===== config.mk =====
export PLATFORM = sky130hd
export DESIGN_NAME = rgba_to_bgr_bitmap_with_mask_unit
export DESIGN_NICKNAME = d
export VERILOG_FILES = /design/src/design/rtbm_pkg.sv /design/src/design/rtbm_front.sv /design/src/design/rtbm_queue.sv /design/src/design/rtbm_back.sv /design/src/design/rgba_to_bgr_bitmap_with_mask_unit.sv
export SDC_FILE = /design/constraint.sdc
export NUM_CORES = 1
export LEC_CHECK = 0
export BUFFER_PORTS_ARGS = -buffer_cell sky130_fd_sc_hd__buf_4
export CAP_MARGIN = 40
export CORE_MARGIN = 5
export CORE_UTILIZATION = 40
export DETAILED_ROUTE_END_ITERATION = 7
export GPL_ROUTABILITY_DRIVEN = 0
export HOLD_SLACK_MARGIN = 0.02
export PLACE_DENSITY_LB_ADDON = 0.05
export SLEW_MARGIN = 20
export SYNTH_ARGS = -nofsm -noshare
export SYNTH_HDL_FRONTEND = slang
export SYNTH_SLANG_ARGS = --single-unit

===== constraint.sdc =====
create_clock -name clk -period 5.5 [get_ports clk]
set_clock_uncertainty 0.1 [all_clocks]
set_input_delay 0 -clock clk [delete_from_list [all_inputs] [get_ports clk]]
set_output_delay 0 -clock clk [all_outputs]
set_load 0.005 [all_outputs]

===== src/design/rtbm_pkg.sv =====
// Shared types and constants for the RGBA to BGR bitmap with mask unit.
package rtbm_pkg;

    // Configuration register indexes
    localparam logic CFG_IMAGE_WIDTH  = 1'b0;
    localparam logic CFG_IMAGE_HEIGHT = 1'b1;

    localparam int unsigned CFG_DATA_W = 13;
    localparam int unsigned DIM_RESET  = 1;

    // Alpha above this value counts as opaque (mask bit 0)
    localparam logic [7:0] ALPHA_OPAQUE_LIMIT = 8'h7F;

    // A partial mask byte is padded to this many bits
    localparam logic [3:0] MASK_BITS_PER_BYTE = 4'd8;

    // Output slot positions within one pixel's run of words
    localparam logic [2:0] SLOT_BLUE  = 3'd0;
    localparam logic [2:0] SLOT_GREEN = 3'd1;
    localparam logic [2:0] SLOT_RED   = 3'd2;
    localparam logic [2:0] SLOT_MASK  = 3'd3;

    // Colour bytes always sent per pixel, minus one (index of the red slot)
    localparam logic [2:0] COLOUR_LAST_SLOT = 3'd2;

    // Job queue between front and back
    localparam int unsigned QUEUE_DEPTH = 4;
    localparam int unsigned QUEUE_PTR_W = 2;
    localparam int unsigned QUEUE_CNT_W = 3;

    // One classified pixel, ready to be serialized
    typedef struct packed {
        logic [7:0] blue;
        logic [7:0] green;
        logic [7:0] red;
        logic [7:0] mask_byte;    // first mask byte; a second one is always zero
        logic [1:0] mask_count;   // mask bytes for this pixel, 0 to 2
        logic [2:0] last_slot;    // index of the final word of this pixel
        logic       row_done;
        logic       frame_done;
    } job_t;

endpackage


===== src/design/rtbm_front.sv =====
// Front end: config registers, row/column tracking and mask packing per pixel.
module rtbm_front #(
    parameter int unsigned MAX_WIDTH  = 4096,
    parameter int unsigned MAX_HEIGHT = 4096
) (
    input  logic                                clk,
    input  logic                                rst_n,
    input  logic                                cfg_valid,
    output logic                                cfg_ready,
    input  logic                                cfg_index,
    input  logic [rtbm_pkg::CFG_DATA_W-1:0]     cfg_data,
    input  logic                                in_valid,
    output logic                                in_ready,
    input  logic [7:0]                          red,
    input  logic [7:0]                          green,
    input  logic [7:0]                          blue,
    input  logic [7:0]                          alpha,
    input  logic                                queue_full,
    output logic                                push,
    output rtbm_pkg::job_t                      push_job
);

    localparam int unsigned WCW  = $clog2(MAX_WIDTH);
    localparam int unsigned WDW0 = $clog2(MAX_WIDTH + 1);
    localparam int unsigned WDW  = (WDW0 > rtbm_pkg::CFG_DATA_W) ? WDW0 : rtbm_pkg::CFG_DATA_W;
    localparam int unsigned HCW  = (MAX_HEIGHT > 1) ? $clog2(MAX_HEIGHT) : 1;
    localparam int unsigned HDW0 = $clog2(MAX_HEIGHT + 1);
    localparam int unsigned HDW  = (HDW0 > rtbm_pkg::CFG_DATA_W) ? HDW0 : rtbm_pkg::CFG_DATA_W;

    logic [rtbm_pkg::CFG_DATA_W-1:0] width_reg,  width_next;
    logic [rtbm_pkg::CFG_DATA_W-1:0] height_reg, height_next;
    logic [WCW-1:0]                  col_reg,    col_next;
    logic [HCW-1:0]                  row_reg,    row_next;
    logic [7:0]                      acc_reg,    acc_next;
    logic [3:0]                      pos_reg,    pos_next;

    logic [WDW-1:0] width_eff;
    logic [HDW-1:0] height_eff;
    logic [WDW-1:0] col_inc;
    logic [HDW-1:0] row_inc;
    logic           row_end;
    logic           frame_end;
    logic           mask_bit;
    logic [7:0]     acc_shift;
    logic [3:0]     pos_inc;
    logic           byte_full;
    logic [7:0]     acc_left;
    logic [3:0]     pad_shift;
    logic [7:0]     pad_byte;
    logic [1:0]     mask_count;
    logic [1:0]     colour_pad;

    assign cfg_ready = 1'b1;
    assign in_ready  = !queue_full;
    assign push      = in_valid && !queue_full;

    // Clamp the programmed dimensions into 1..MAX
    always_comb
    begin
        if (width_reg == '0)
            width_eff = WDW'(1);
        else if (WDW'(width_reg) > WDW'(MAX_WIDTH))
            width_eff = WDW'(MAX_WIDTH);
        else
            width_eff = WDW'(width_reg);

        if (height_reg == '0)
            height_eff = HDW'(1);
        else if (HDW'(height_reg) > HDW'(MAX_HEIGHT))
            height_eff = HDW'(MAX_HEIGHT);
        else
            height_eff = HDW'(height_reg);
    end

    assign col_inc   = WDW'(col_reg) + WDW'(1);
    assign row_inc   = HDW'(row_reg) + HDW'(1);
    assign row_end   = col_inc >= width_eff;
    assign frame_end = row_end && (row_inc >= height_eff);

    // Mask packing: shift in one bit, then pad to a 16-bit word at row end
    assign mask_bit  = (alpha <= rtbm_pkg::ALPHA_OPAQUE_LIMIT);
    assign acc_shift = {acc_reg[6:0], mask_bit};
    assign pos_inc   = pos_reg + 4'd1;
    assign byte_full = (pos_inc[2:0] == 3'd0);
    assign acc_left  = byte_full ? 8'd0 : acc_shift;
    assign pad_shift = rtbm_pkg::MASK_BITS_PER_BYTE - {1'b0, pos_inc[2:0]};
    assign pad_byte  = acc_left << pad_shift;

    always_comb
    begin
        if (!row_end)
            mask_count = byte_full ? 2'd1 : 2'd0;
        else if (pos_inc == 4'd0)
            mask_count = 2'd1;
        else if (byte_full || !pos_inc[3])
            mask_count = 2'd2;
        else
            mask_count = 2'd1;
    end

    assign colour_pad = row_end ? width_eff[1:0] : 2'd0;

    always_comb
    begin
        push_job.blue       = blue;
        push_job.green      = green;
        push_job.red        = red;
        push_job.mask_byte  = byte_full ? acc_shift : pad_byte;
        push_job.mask_count = mask_count;
        push_job.last_slot  = rtbm_pkg::COLOUR_LAST_SLOT + {1'b0, mask_count}
                              + {1'b0, colour_pad};
        push_job.row_done   = row_end;
        push_job.frame_done = frame_end;
    end

    always_comb
    begin
        width_next  = width_reg;
        height_next = height_reg;
        if (cfg_valid && cfg_ready)
        begin
            case (cfg_index)
                rtbm_pkg::CFG_IMAGE_WIDTH:  width_next  = cfg_data;
                rtbm_pkg::CFG_IMAGE_HEIGHT: height_next = cfg_data;
                default:                    width_next  = width_reg;
            endcase
        end
    end

    always_comb
    begin
        col_next = col_reg;
        row_next = row_reg;
        acc_next = acc_reg;
        pos_next = pos_reg;
        if (push)
        begin
            if (row_end)
            begin
                col_next = '0;
                row_next = frame_end ? '0 : row_inc[HCW-1:0];
                acc_next = 8'd0;
                pos_next = 4'd0;
            end
            else
            begin
                col_next = col_inc[WCW-1:0];
                acc_next = acc_left;
                pos_next = pos_inc;
            end
        end
    end

    always_ff @(posedge clk or negedge rst_n)
    begin
        if (!rst_n)
        begin
            width_reg  <= rtbm_pkg::CFG_DATA_W'(rtbm_pkg::DIM_RESET);
            height_reg <= rtbm_pkg::CFG_DATA_W'(rtbm_pkg::DIM_RESET);
            col_reg    <= '0;
            row_reg    <= '0;
            acc_reg    <= 8'd0;
            pos_reg    <= 4'd0;
        end
        else
        begin
            width_reg  <= width_next;
            height_reg <= height_next;
            col_reg    <= col_next;
            row_reg    <= row_next;
            acc_reg    <= acc_next;
            pos_reg    <= pos_next;
        end
    end

endmodule


===== src/design/rtbm_queue.sv =====
// Small job queue between the front end and the byte serializer.
module rtbm_queue (
    input  logic           clk,
    input  logic           rst_n,
    input  logic           push,
    input  rtbm_pkg::job_t push_job,
    output logic           full,
    input  logic           pop,
    output logic           head_valid,
    output rtbm_pkg::job_t head_job
);

    rtbm_pkg::job_t                       entries [rtbm_pkg::QUEUE_DEPTH];
    logic [rtbm_pkg::QUEUE_PTR_W-1:0]     wr_ptr_reg, wr_ptr_next;
    logic [rtbm_pkg::QUEUE_PTR_W-1:0]     rd_ptr_reg, rd_ptr_next;
    logic [rtbm_pkg::QUEUE_CNT_W-1:0]     count_reg,  count_next;

    assign full       = (count_reg == rtbm_pkg::QUEUE_CNT_W'(rtbm_pkg::QUEUE_DEPTH));
    assign head_valid = (count_reg != '0);
    assign head_job   = entries[rd_ptr_reg];

    always_comb
    begin
        wr_ptr_next = push ? wr_ptr_reg + 1'b1 : wr_ptr_reg;
        rd_ptr_next = pop  ? rd_ptr_reg + 1'b1 : rd_ptr_reg;
        count_next  = count_reg;
        if (push && !pop)
            count_next = count_reg + 1'b1;
        else if (pop && !push)
            count_next = count_reg - 1'b1;
    end

    // Hold payload in plain registers; no reset needed
    always_ff @(posedge clk)
    begin
        if (push)
            entries[wr_ptr_reg] <= push_job;
    end

    always_ff @(posedge clk or negedge rst_n)
    begin
        if (!rst_n)
        begin
            wr_ptr_reg <= '0;
            rd_ptr_reg <= '0;
            count_reg  <= '0;
        end
        else
        begin
            wr_ptr_reg <= wr_ptr_next;
            rd_ptr_reg <= rd_ptr_next;
            count_reg  <= count_next;
        end
    end

endmodule


===== src/design/rtbm_back.sv =====
// Back end: serializes one job into colour, mask and padding words.
module rtbm_back (
    input  logic           clk,
    input  logic           rst_n,
    input  logic           head_valid,
    input  rtbm_pkg::job_t head_job,
    output logic           pop,
    output logic           out_valid,
    input  logic           out_ready,
    output logic [7:0]     out_byte,
    output logic           stream_select,
    output logic           last_in_run,
    output logic           row_done,
    output logic           frame_done
);

    logic [2:0] slot_reg, slot_next;
    logic       valid_reg, valid_next;
    logic [7:0] byte_reg;
    logic       stream_reg;
    logic       last_reg;
    logic       row_reg;
    logic       frame_reg;

    logic       load;
    logic       slot_last;
    logic       slot_mask;
    logic [7:0] slot_byte;

    assign load      = head_valid && (!valid_reg || out_ready);
    assign slot_last = (slot_reg == head_job.last_slot);
    assign pop       = load && slot_last;
    assign slot_mask = (slot_reg >= rtbm_pkg::SLOT_MASK)
                       && (slot_reg < rtbm_pkg::SLOT_MASK + {1'b0, head_job.mask_count});

    always_comb
    begin
        case (slot_reg)
            rtbm_pkg::SLOT_BLUE:  slot_byte = head_job.blue;
            rtbm_pkg::SLOT_GREEN: slot_byte = head_job.green;
            rtbm_pkg::SLOT_RED:   slot_byte = head_job.red;
            rtbm_pkg::SLOT_MASK:  slot_byte = slot_mask ? head_job.mask_byte : 8'd0;
            default:              slot_byte = 8'd0;
        endcase
    end

    always_comb
    begin
        slot_next  = slot_reg;
        valid_next = valid_reg;
        if (load)
        begin
            slot_next  = slot_last ? rtbm_pkg::SLOT_BLUE : slot_reg + 3'd1;
            valid_next = 1'b1;
        end
        else if (out_ready)
            valid_next = 1'b0;
    end

    always_ff @(posedge clk or negedge rst_n)
    begin
        if (!rst_n)
        begin
            slot_reg  <= rtbm_pkg::SLOT_BLUE;
            valid_reg <= 1'b0;
        end
        else
        begin
            slot_reg  <= slot_next;
            valid_reg <= valid_next;
        end
    end

    always_ff @(posedge clk)
    begin
        if (load)
        begin
            byte_reg   <= slot_byte;
            stream_reg <= slot_mask;
            last_reg   <= slot_last;
            row_reg    <= head_job.row_done;
            frame_reg  <= head_job.frame_done;
        end
    end

    assign out_valid     = valid_reg;
    assign out_byte      = byte_reg;
    assign stream_select = stream_reg;
    assign last_in_run   = last_reg;
    assign row_done      = row_reg;
    assign frame_done    = frame_reg;

endmodule


===== src/design/rgba_to_bgr_bitmap_with_mask_unit.sv =====
// Top level: RGBA pixels in, BGR colour bytes and 1-bit mask bytes out.
// With the queue empty, a pixel's first word passes the job queue, then the output register.
// Throughput: one word per cycle while out_ready is high; a pixel is 3 to 8 words, 3 colour words plus
// mask bytes (0..2) and colour padding (0..3), all sent through the byte-wide output register.
// The front end runs ahead through a four-entry job queue. Reset: rst_n clears
// counters, mask state, queue and output valid; width and height return to 1.
module rgba_to_bgr_bitmap_with_mask_unit #(
    parameter int unsigned MAX_WIDTH  = 4096,
    parameter int unsigned MAX_HEIGHT = 4096
) (
    input  logic                            clk,
    input  logic                            rst_n,
    // configuration write channel
    input  logic                            cfg_valid,
    output logic                            cfg_ready,
    input  logic                            cfg_index,
    input  logic [rtbm_pkg::CFG_DATA_W-1:0] cfg_data,
    // pixel input
    input  logic                            in_valid,
    output logic                            in_ready,
    input  logic [7:0]                      red,
    input  logic [7:0]                      green,
    input  logic [7:0]                      blue,
    input  logic [7:0]                      alpha,
    // byte output
    output logic                            out_valid,
    input  logic                            out_ready,
    output logic [7:0]                      out_byte,
    output logic                            stream_select,
    output logic                            last_in_run,
    output logic                            row_done,
    output logic                            frame_done
);

    logic           push;
    rtbm_pkg::job_t push_job;
    logic           queue_full;
    logic           pop;
    logic           head_valid;
    rtbm_pkg::job_t head_job;

    // Front: classify each pixel, track row/frame position, pack mask bits
    rtbm_front #(
        .MAX_WIDTH  (MAX_WIDTH),
        .MAX_HEIGHT (MAX_HEIGHT)
    ) u_front (
        .clk        (clk),
        .rst_n      (rst_n),
        .cfg_valid  (cfg_valid),
        .cfg_ready  (cfg_ready),
        .cfg_index  (cfg_index),
        .cfg_data   (cfg_data),
        .in_valid   (in_valid),
        .in_ready   (in_ready),
        .red        (red),
        .green      (green),
        .blue       (blue),
        .alpha      (alpha),
        .queue_full (queue_full),
        .push       (push),
        .push_job   (push_job)
    );

    // Queue: decouple the pixel rate from the byte rate
    rtbm_queue u_queue (
        .clk        (clk),
        .rst_n      (rst_n),
        .push       (push),
        .push_job   (push_job),
        .full       (queue_full),
        .pop        (pop),
        .head_valid (head_valid),
        .head_job   (head_job)
    );

    // Back: walk the slots of the head job, one word per cycle unless the output stalls
    rtbm_back u_back (
        .clk           (clk),
        .rst_n         (rst_n),
        .head_valid    (head_valid),
        .head_job      (head_job),
        .pop           (pop),
        .out_valid     (out_valid),
        .out_ready     (out_ready),
        .out_byte      (out_byte),
        .stream_select (stream_select),
        .last_in_run   (last_in_run),
        .row_done      (row_done),
        .frame_done    (frame_done)
    );

endmodule


==> results.md, run 1 <==
* Status: finished clean
* Synth Warn # at 0
* Initial antenna violation count at 0
* Max Fclk at 234 MHz
* Setup TNS at 0 ns
* FP Rows at 60
* Average size of a mapped cell at 14.4 um2
* Post-DP Area at 11,800 um2
* Die ar. at 30,900 um2
* CTS tree: done
* Die Wd at 176 um
* Top sig layer: met4
* Port buffer count at 57
* #FFs+latches synth at 240
* Critical path class: register to register
* Sequential fraction of the synthesis area at slightly above 60%
* Reg2reg end: u_queue.entries[2][4]$_DFFE_PP_
* Hold Vio Cnt, Final at 0
* Reg2Reg Launch Point: u_front.col_reg[0]$_DFFE_PN0P_
* Main flop type after synthesis: edfxtp_1
* Metal3 WL at approximately 840 um
* Antenna-violating nets left at 0
* Power per Cell Area at between 500 and 600 nW/um2
* Post-synth EDFFs at 168
* Hold Slack at 0.0394 ns
* Combinational fraction of design power at 33.6%
* Crit path setup slack, layout at approximately 1.2 ns
* # IOs at 66
* R2R Setup Slk at approximately 1.2 ns
* Wl on met1 at 10,400 um
* Syn Nets at 862
* Rel. slew slack at 50.4%
* Maxcap violations at 0
* GRT overflow at 0
* Clock-pin slew on the worst setup and hold paths at 0.06 ns
* WL/cell at 18.8 um
* Leakage at just over 5 nW
* Finished Core Util at between 40 and 50%
* Max VDD drop at 0.281 mV
* Max reg flops at 156
* Endpoints failing setup at 0
* Vias per std cell at 5.28
* Flop pwr share at between 40% and 50%
* Num CTS Buffers at 27
* Clk pwr share at about a quarter
* Finished layout cell area at between 10,000 and 15,000 um2
* Clock root buffer: clkbuf_16
* WHS Endpoint: u_front.width_reg[3]$_DFFE_PN0P_
* Filler Cell Count at 2,352
* Post-Synthesis Cells at 763
* Htree depth at 1
* CTS sink count at 240
* Synth Cell Area at between 10,000 and 15,000 um2
* First-pass GRT wire length at roughly 38,000 um
* Layout Nets at slightly below 1,000
* Crit Path Max Fanout at 18
* Starting Density at 40.6%
* Largest net degree at the start of global routing at 44
* Startpoint Class: register
* Dpl hpwl at 15,100 um
* Crit path DAT at roughly 4.5 ns
* Post-layout min period at 4.27 ns
* Routed via count at 6,534
* Post-CTS Hold Buffers at 49
* Fin crit share at 77.7%
* Area grow syn2layout at 19.7%
* Vias in the first global route at 7,052
* Post-CTS setup buffer count at 0
* Net Sw Frac at 32.5%
* Hold WC Path Type: primary input to register
* Slew @ Worst Pin at 0.743 ns
* Clock Path Buffers at 3
* R2R depth at 16
* Reg area at 6850 um2
* Pint at approximately 0.0046 W
* Hold path start: cfg_valid
* Sw power at 0.00222 W
* Post-CTS Resized at 0
* Crit. End Element: register
* Async S/R FF share, synth at 30.0%
* Synth cell types at 59
* Multi-input gate area at 3860 um2
* Worst Path Required at between 5 and 6 ns
* RSZ-0062 raised after global routing: no
* Max-slew violations at 0
* # DRC at 0
* Placement Setup Slack at 1.22 ns
* Diodes inserted at 0
* Worst hold stages at 4
* Met2 WL post-DR at 11,600 um
* Initial DRC count at between 300 and 400
* Ratio of cells with drive above 1 in the final layout at 21.0%
* Drt pass-1 iters at 5
* Skew-Pair Late Insertion Delay at 0.52 ns
* Routed wire length at 23,300 um
* Overall Global Routing Usage at 15.3%
* CORE AREA at 27,000 um2
* Die height at 176 um
## Yosys cell counts, types with 3 or more instances
master    count  area (um2)
and3_1        8        50.1
nor4_1        6        37.5
or3_1         3        18.8
a21o_1        8        60.1
buf_1         3        11.3
o21ai_1       8        40.0
xor2_1        9        78.8
nand3_1      13        65.1
o21ai_0      28         140
dfrtp_1      70        1750
nor2b_1       7        43.8
buf_4         5        37.5
clkbuf_1     19        71.3
ha_1         47         588
a21oi_1      24         120
a221o_1       5        50.1
nor2_1       28         105
nor3_1       11        55.1
o31ai_1       4        30.0
a211oi_1      3        22.5
mux2i_1       3        30.0
a22o_1       18         158
buf_2         6        30.0
o22ai_1      12        75.1
inv_1        31         116
nand2_1      89         334
mux4_2       41         923
xnor2_1      21         184
edfxtp_1    168        5040
mux2_2       27         304
## routing by layer
metal | up-vias | GRT usage (%)
met5 | - | 0
met4 | 0 | 3.48
met3 | 33 | 2.13
met2 | 107 | 27.1
met1 | 3269 | 20.1
li1 | 3125 | -
## cells in the final DEF, fill, tap and decap left out, types with 28 or more instances in the layout
cell,n
dlygate4sd3_1,48
buf_4,68
inv_1,31
dfrtp_1,69
nand2_1,89
o21ai_0,28
mux4_2,41
nor2_1,28
edfxtp_1,168
ha_1,47
## how the worst max path moves through the flow
stage | start | end | depth (start not counted) | slack [ns]
floorplan | u_front.col_reg[0]$_DFFE_PN0P_ | u_queue.entries[0][4]$_DFFE_PP_ | 16 | 1.93
global placement | u_front.col_reg[0]$_DFFE_PN0P_ | u_queue.entries[0][4]$_DFFE_PP_ | 16 | 1.37
detailed placement | u_front.col_reg[2]$_DFFE_PN0P_ | u_queue.entries[2][4]$_DFFE_PP_ | 15 | 1.22
CTS | u_front.col_reg[0]$_DFFE_PN0P_ | u_queue.entries[2][4]$_DFFE_PP_ | 15 | 1.21
global route | u_front.col_reg[0]$_DFFE_PN0P_ | u_queue.entries[1][4]$_DFFE_PP_ | 16 | 0.83
finish | u_front.col_reg[0]$_DFFE_PN0P_ | u_queue.entries[2][4]$_DFFE_PP_ | 16 | 1.23
## layout make-up
| class | count | share of cell area [%] |
|---|---|---|
| well taps | 341 | 3.25 |
| flip-flops and latches | 240 | 52.1 |
| inverters | 31 | 0.885 |
| clock inverters | 9 | 0.695 |
| clock buffers | 39 | 5.56 |
| multi-input cells | 458 | 29.4 |
| repair buffers | 119 | 8.11 |
## per-stage QoR
| step | cells | power (W) |
|---|---|---|
| after detailed placement | 1139 | 0.00521 |
| after global routing | 1237 | 0.00729 |
| after CTS | 1236 | 0.00695 |
| after floorplan | 763 | 0.00447 |
| final | 1237 | 0.00684 |
| after global placement | 1136 | 0.00511 |
## kinds of logic (layout without fill, tap and decap cells)
kind of cell               count (synthesis)  count (layout)  synth area share (%)
DFF                                      240             240                  62.4
xor gates and xnor gates                  30              30                  2.39
and+or+nand+nor                          180             180                  7.49
AOI/OAI and AO/OA                        127             127                  7.96
buffers and inverters                     65             198                  2.53
adders and majority gates                 48              48                  5.54
muxes                                     72              72                  11.7
other                                      1               1                0.0341
## critical path, stage by stage, from the launching register on
cell and delay, ns:
dfrtp_1 0.42, ha_1 0.25, nand3_1 0.17, nor2_1 0.21, nand2_1 0.17, xnor2_1 0.17
ha_1 0.31, a21oi_1 0.07, o21ai_1 0.28, a41oi_1 0.18, nor2_1 0.48, buf_4 0.32
nand3_1 0.12, ha_1 0.30, inv_1 0.04, ha_1 0.19, xnor2_1 0.30
## power by group through the flow
stage	clock [W]	sequential (W)	combinational, W
floorplan	0	0.00274	0.00173
global placement	0	0.00289	0.00222
detailed placement	0	0.00290	0.00232
CTS	0.00173	0.00286	0.00236
global route	0.00180	0.00292	0.00257
finish	0.00168	0.00285	0.00230
No activity file was read; power rests on OpenSTA's default activity.
==> inputs of run 2 (changes only) <==
==> constraint.sdc (replaced) <==
create_clock -name clk -period 3.8 [get_ports clk]
set_clock_uncertainty 0.1 [all_clocks]
set_input_delay 0 -clock clk [delete_from_list [all_inputs] [get_ports clk]]
set_output_delay 0 -clock clk [all_outputs]
set_load 0.005 [all_outputs]
==> run 2 against run 1 <==
Net effect:
- first-iteration DRC count increased by 4.6%
- worst setup slack got worse by 1.0 ns
- via count rose by 2.0%
- power increased by 51%
==> results.md, run 2 (synthesis gave the netlist of run 1 again) <==
* Clock Path Buffers at 3 (unchanged)
* GRT overflow at 0 (unchanged)
* Rel. slew slack at 48.2% (was 50.4%)
* R2R Setup Slk at 0.21 ns (was 1.23 ns)
* Power per Cell Area at 771 nW/um2 (was 520 nW/um2)
* Max VDD drop at 0.330 mV (was 0.281 mV)
* Vias per std cell at 5.33 (was 5.28)
* Antenna-violating nets left at 0 (unchanged)
* First-pass GRT wire length at 38,400 um (was 37,800 um)
* Slew @ Worst Pin at 0.777 ns (was 0.743 ns)
* Placement Setup Slack at -0.0299 ns (was 1.22 ns)
* Dpl hpwl at 16,000 um (was 15,100 um)
* Skew-Pair Late Insertion Delay at 0.51 ns (was 0.52 ns)
* CORE AREA at 27,000 um2 (unchanged)
* Crit. End Element: register (unchanged)
* Crit path DAT at 3.75 ns (was 4.49 ns)
* Finished Core Util at 49.5% (was 48.6%)
* Drt pass-1 iters at 5 (unchanged)
* Met2 WL post-DR at 11,900 um (was 11,600 um)
* Die height at 176 um (unchanged)
* Metal3 WL at 984 um (was 838 um)
* CTS sink count at 240 (unchanged)
* Port buffer count at 57 (unchanged)
* Routed via count at 6,667 (was 6,534)
* Initial DRC count at 367 (was 351)
* Startpoint Class: register (unchanged)
* Max Fclk at 279 MHz (was 234 MHz)
* Status: finished clean (unchanged)
* Non-Filler Instances at 1,251 (was 1,237)
* Hold Vio Cnt, Final at 0 (unchanged)
* Most frequent cells in the layout: 168 x edfxtp_1, 89 x nand2_1, 83 x buf_4 (was 168 x edfxtp_1, 89 x nand2_1, 69 x dfrtp_1)
* # DRC at 0 (unchanged)
* CTS tree: done (unchanged)
* Routed wire length at 23,700 um (was 23,300 um)
* Clock root buffer: clkbuf_16 (unchanged)
* Filler Cell Count at 2,330 (was 2,352)
* FP Rows at 60 (unchanged)
* Die Wd at 176 um (unchanged)
* Initial antenna violation count at 0 (unchanged)
* Critical path class: register to register (unchanged)
* Commonest non-fill, non-tap cell in the layout: edfxtp_1 (unchanged)
* Leakage at 5.18 nW (was 5.03 nW)
* Wl on met1 at 10,500 um (was 10,400 um)
* Max-slew violations at 0 (unchanged)
* Overall Global Routing Usage at 15.5% (was 15.3%)
* Endpoints failing setup at 0 (unchanged)
* Crit path setup slack, layout at 0.210 ns (was 1.23 ns)
* Starting Density at 40.6% (unchanged)
* Layout Nets at 989 (was 976)
* Crit Path Max Fanout at 14 (was 18)
* WL/cell at 19.0 um (was 18.8 um)
* Post-layout min period at 3.59 ns (was 4.27 ns)
* Fin crit share at 94.5% (was 77.7%)
* Num CTS Buffers at 26 (was 27)
* Hold Slack at 0.130 ns (was 0.0394 ns)
* Clock-pin slew on the worst setup and hold paths at 0.06 ns (about the same)
* Diodes inserted at 0 (unchanged)
* Htree depth at 1 (unchanged)
* Max reg flops at 156 (unchanged)
* Largest net degree at the start of global routing at 56 (was 44)
* Die ar. at 30,900 um2 (unchanged)
* Placed cell count at 1,153 (was 1,139)
* # IOs at 66 (unchanged)
* Maxcap violations at 0 (unchanged)
* Top sig layer: met4 (unchanged)
* Worst Path Required at 3.96 ns (was 5.71 ns)
* Area grow syn2layout at 21.9% (was 19.7%)
* Ratio of cells with drive above 1 in the final layout at 24.4% (was 21.0%)
* Vias in the first global route at 6,962 (was 7,052)
* Hold WC Path Type: primary input to register (unchanged)
## run 2: cell types whose count changed in the layout (fill, tap and decap cells not counted), sizes merged
cell	before	now
clkinv	6	10
clkinvlp	1	0
buf	71	85
bufinv	2	6
inv	31	32
clkbuf	39	31
## run 2: path summary, 6_finish.rpt
| check | startpoint | end | cells after the start |
|---|---|---|---|
| hold reg to reg | u_back.out_valid$_DFFE_PN0P_ | u_back.out_valid$_DFFE_PN0P_ | 2 |
| max in group asynchronous | rst_n | u_queue.rd_ptr_reg[0]$_DFFE_PN0P_ | 5 |
| setup reg to reg | u_front.col_reg[0]$_DFFE_PN0P_ | u_queue.entries[3][4]$_DFFE_PP_ | 16 |
| hold / removal | red[7] | u_queue.entries[2][22]$_DFFE_PP_ | 2 |
| min in group asynchronous | rst_n | u_front.height_reg[11]$_DFFE_PN0P_ | 4 |
| setup / recovery | u_front.col_reg[0]$_DFFE_PN0P_ | u_queue.entries[3][4]$_DFFE_PP_ | 16 |
## run 2: area by class of cell
type | count | area (um2) | share of cell area, %
Clock inverter | 17 | 243 | 1.81
Inverter | 31 | 116 | 0.869
Clock buffer | 31 | 721 | 5.38
Multi-Input combinational cell | 458 | 3880 | 29.0
Tap cell | 341 | 427 | 3.19
Timing Repair Buffer | 133 | 1140 | 8.54
Sequential cell | 240 | 6850 | 51.2
## run 2: report_power, final
| part | total (W) | switching [W] | internal, W |
|---|---|---|---|
| logic | 0.00346 | 0.00187 | 0.00158 |
| registers | 0.00409 | 0.000422 | 0.00367 |
| clock network | 0.00276 | 0.00100 | 0.00176 |
## run 2: critical path, cell delays in order (launching register included)
cell and delay, ns:
dfrtp_1 0.39, ha_1 0.18, nand3_1 0.11, nor2_2 0.17
nand4_1 0.19, xnor2_1 0.18, ha_1 0.32, nand4_1 0.13
nor2_1 0.21, a2111oi_4 0.12, nor2_4 0.18, buf_4 0.22
nand3_1 0.10, ha_1 0.29, inv_1 0.04, ha_1 0.22
xnor2_2 0.16
## run 2: per-layer routing
layer / vias up / GRT usage (%)
li1: 3143 / -
met1: 3342 / 20.9
met2: 148 / 26.8
met3: 34 / 2.13
met4: 0 / 3.35
met5: - / 0
## run 2: repair_timing
item,in CTS,in global routing
hold buffers,48,0
hold endpoints to repair,222,0
buffers inserted,0,1
pin swaps,0,1
endpoints found under the setup margin,4,8
resized for setup,1,5
## run 2: per-stage QoR
step           cell area (um2)  setup TNS, ns  power [W]
2_1_floorplan            11000              0    0.00647
3_3_place_gp             11900              0    0.00748
3_5_place_dp             11900         -0.120    0.00761
4_1_cts                  13300              0     0.0105
5_1_grt                  13400        -0.0396     0.0110
6_report                 13400              0     0.0103
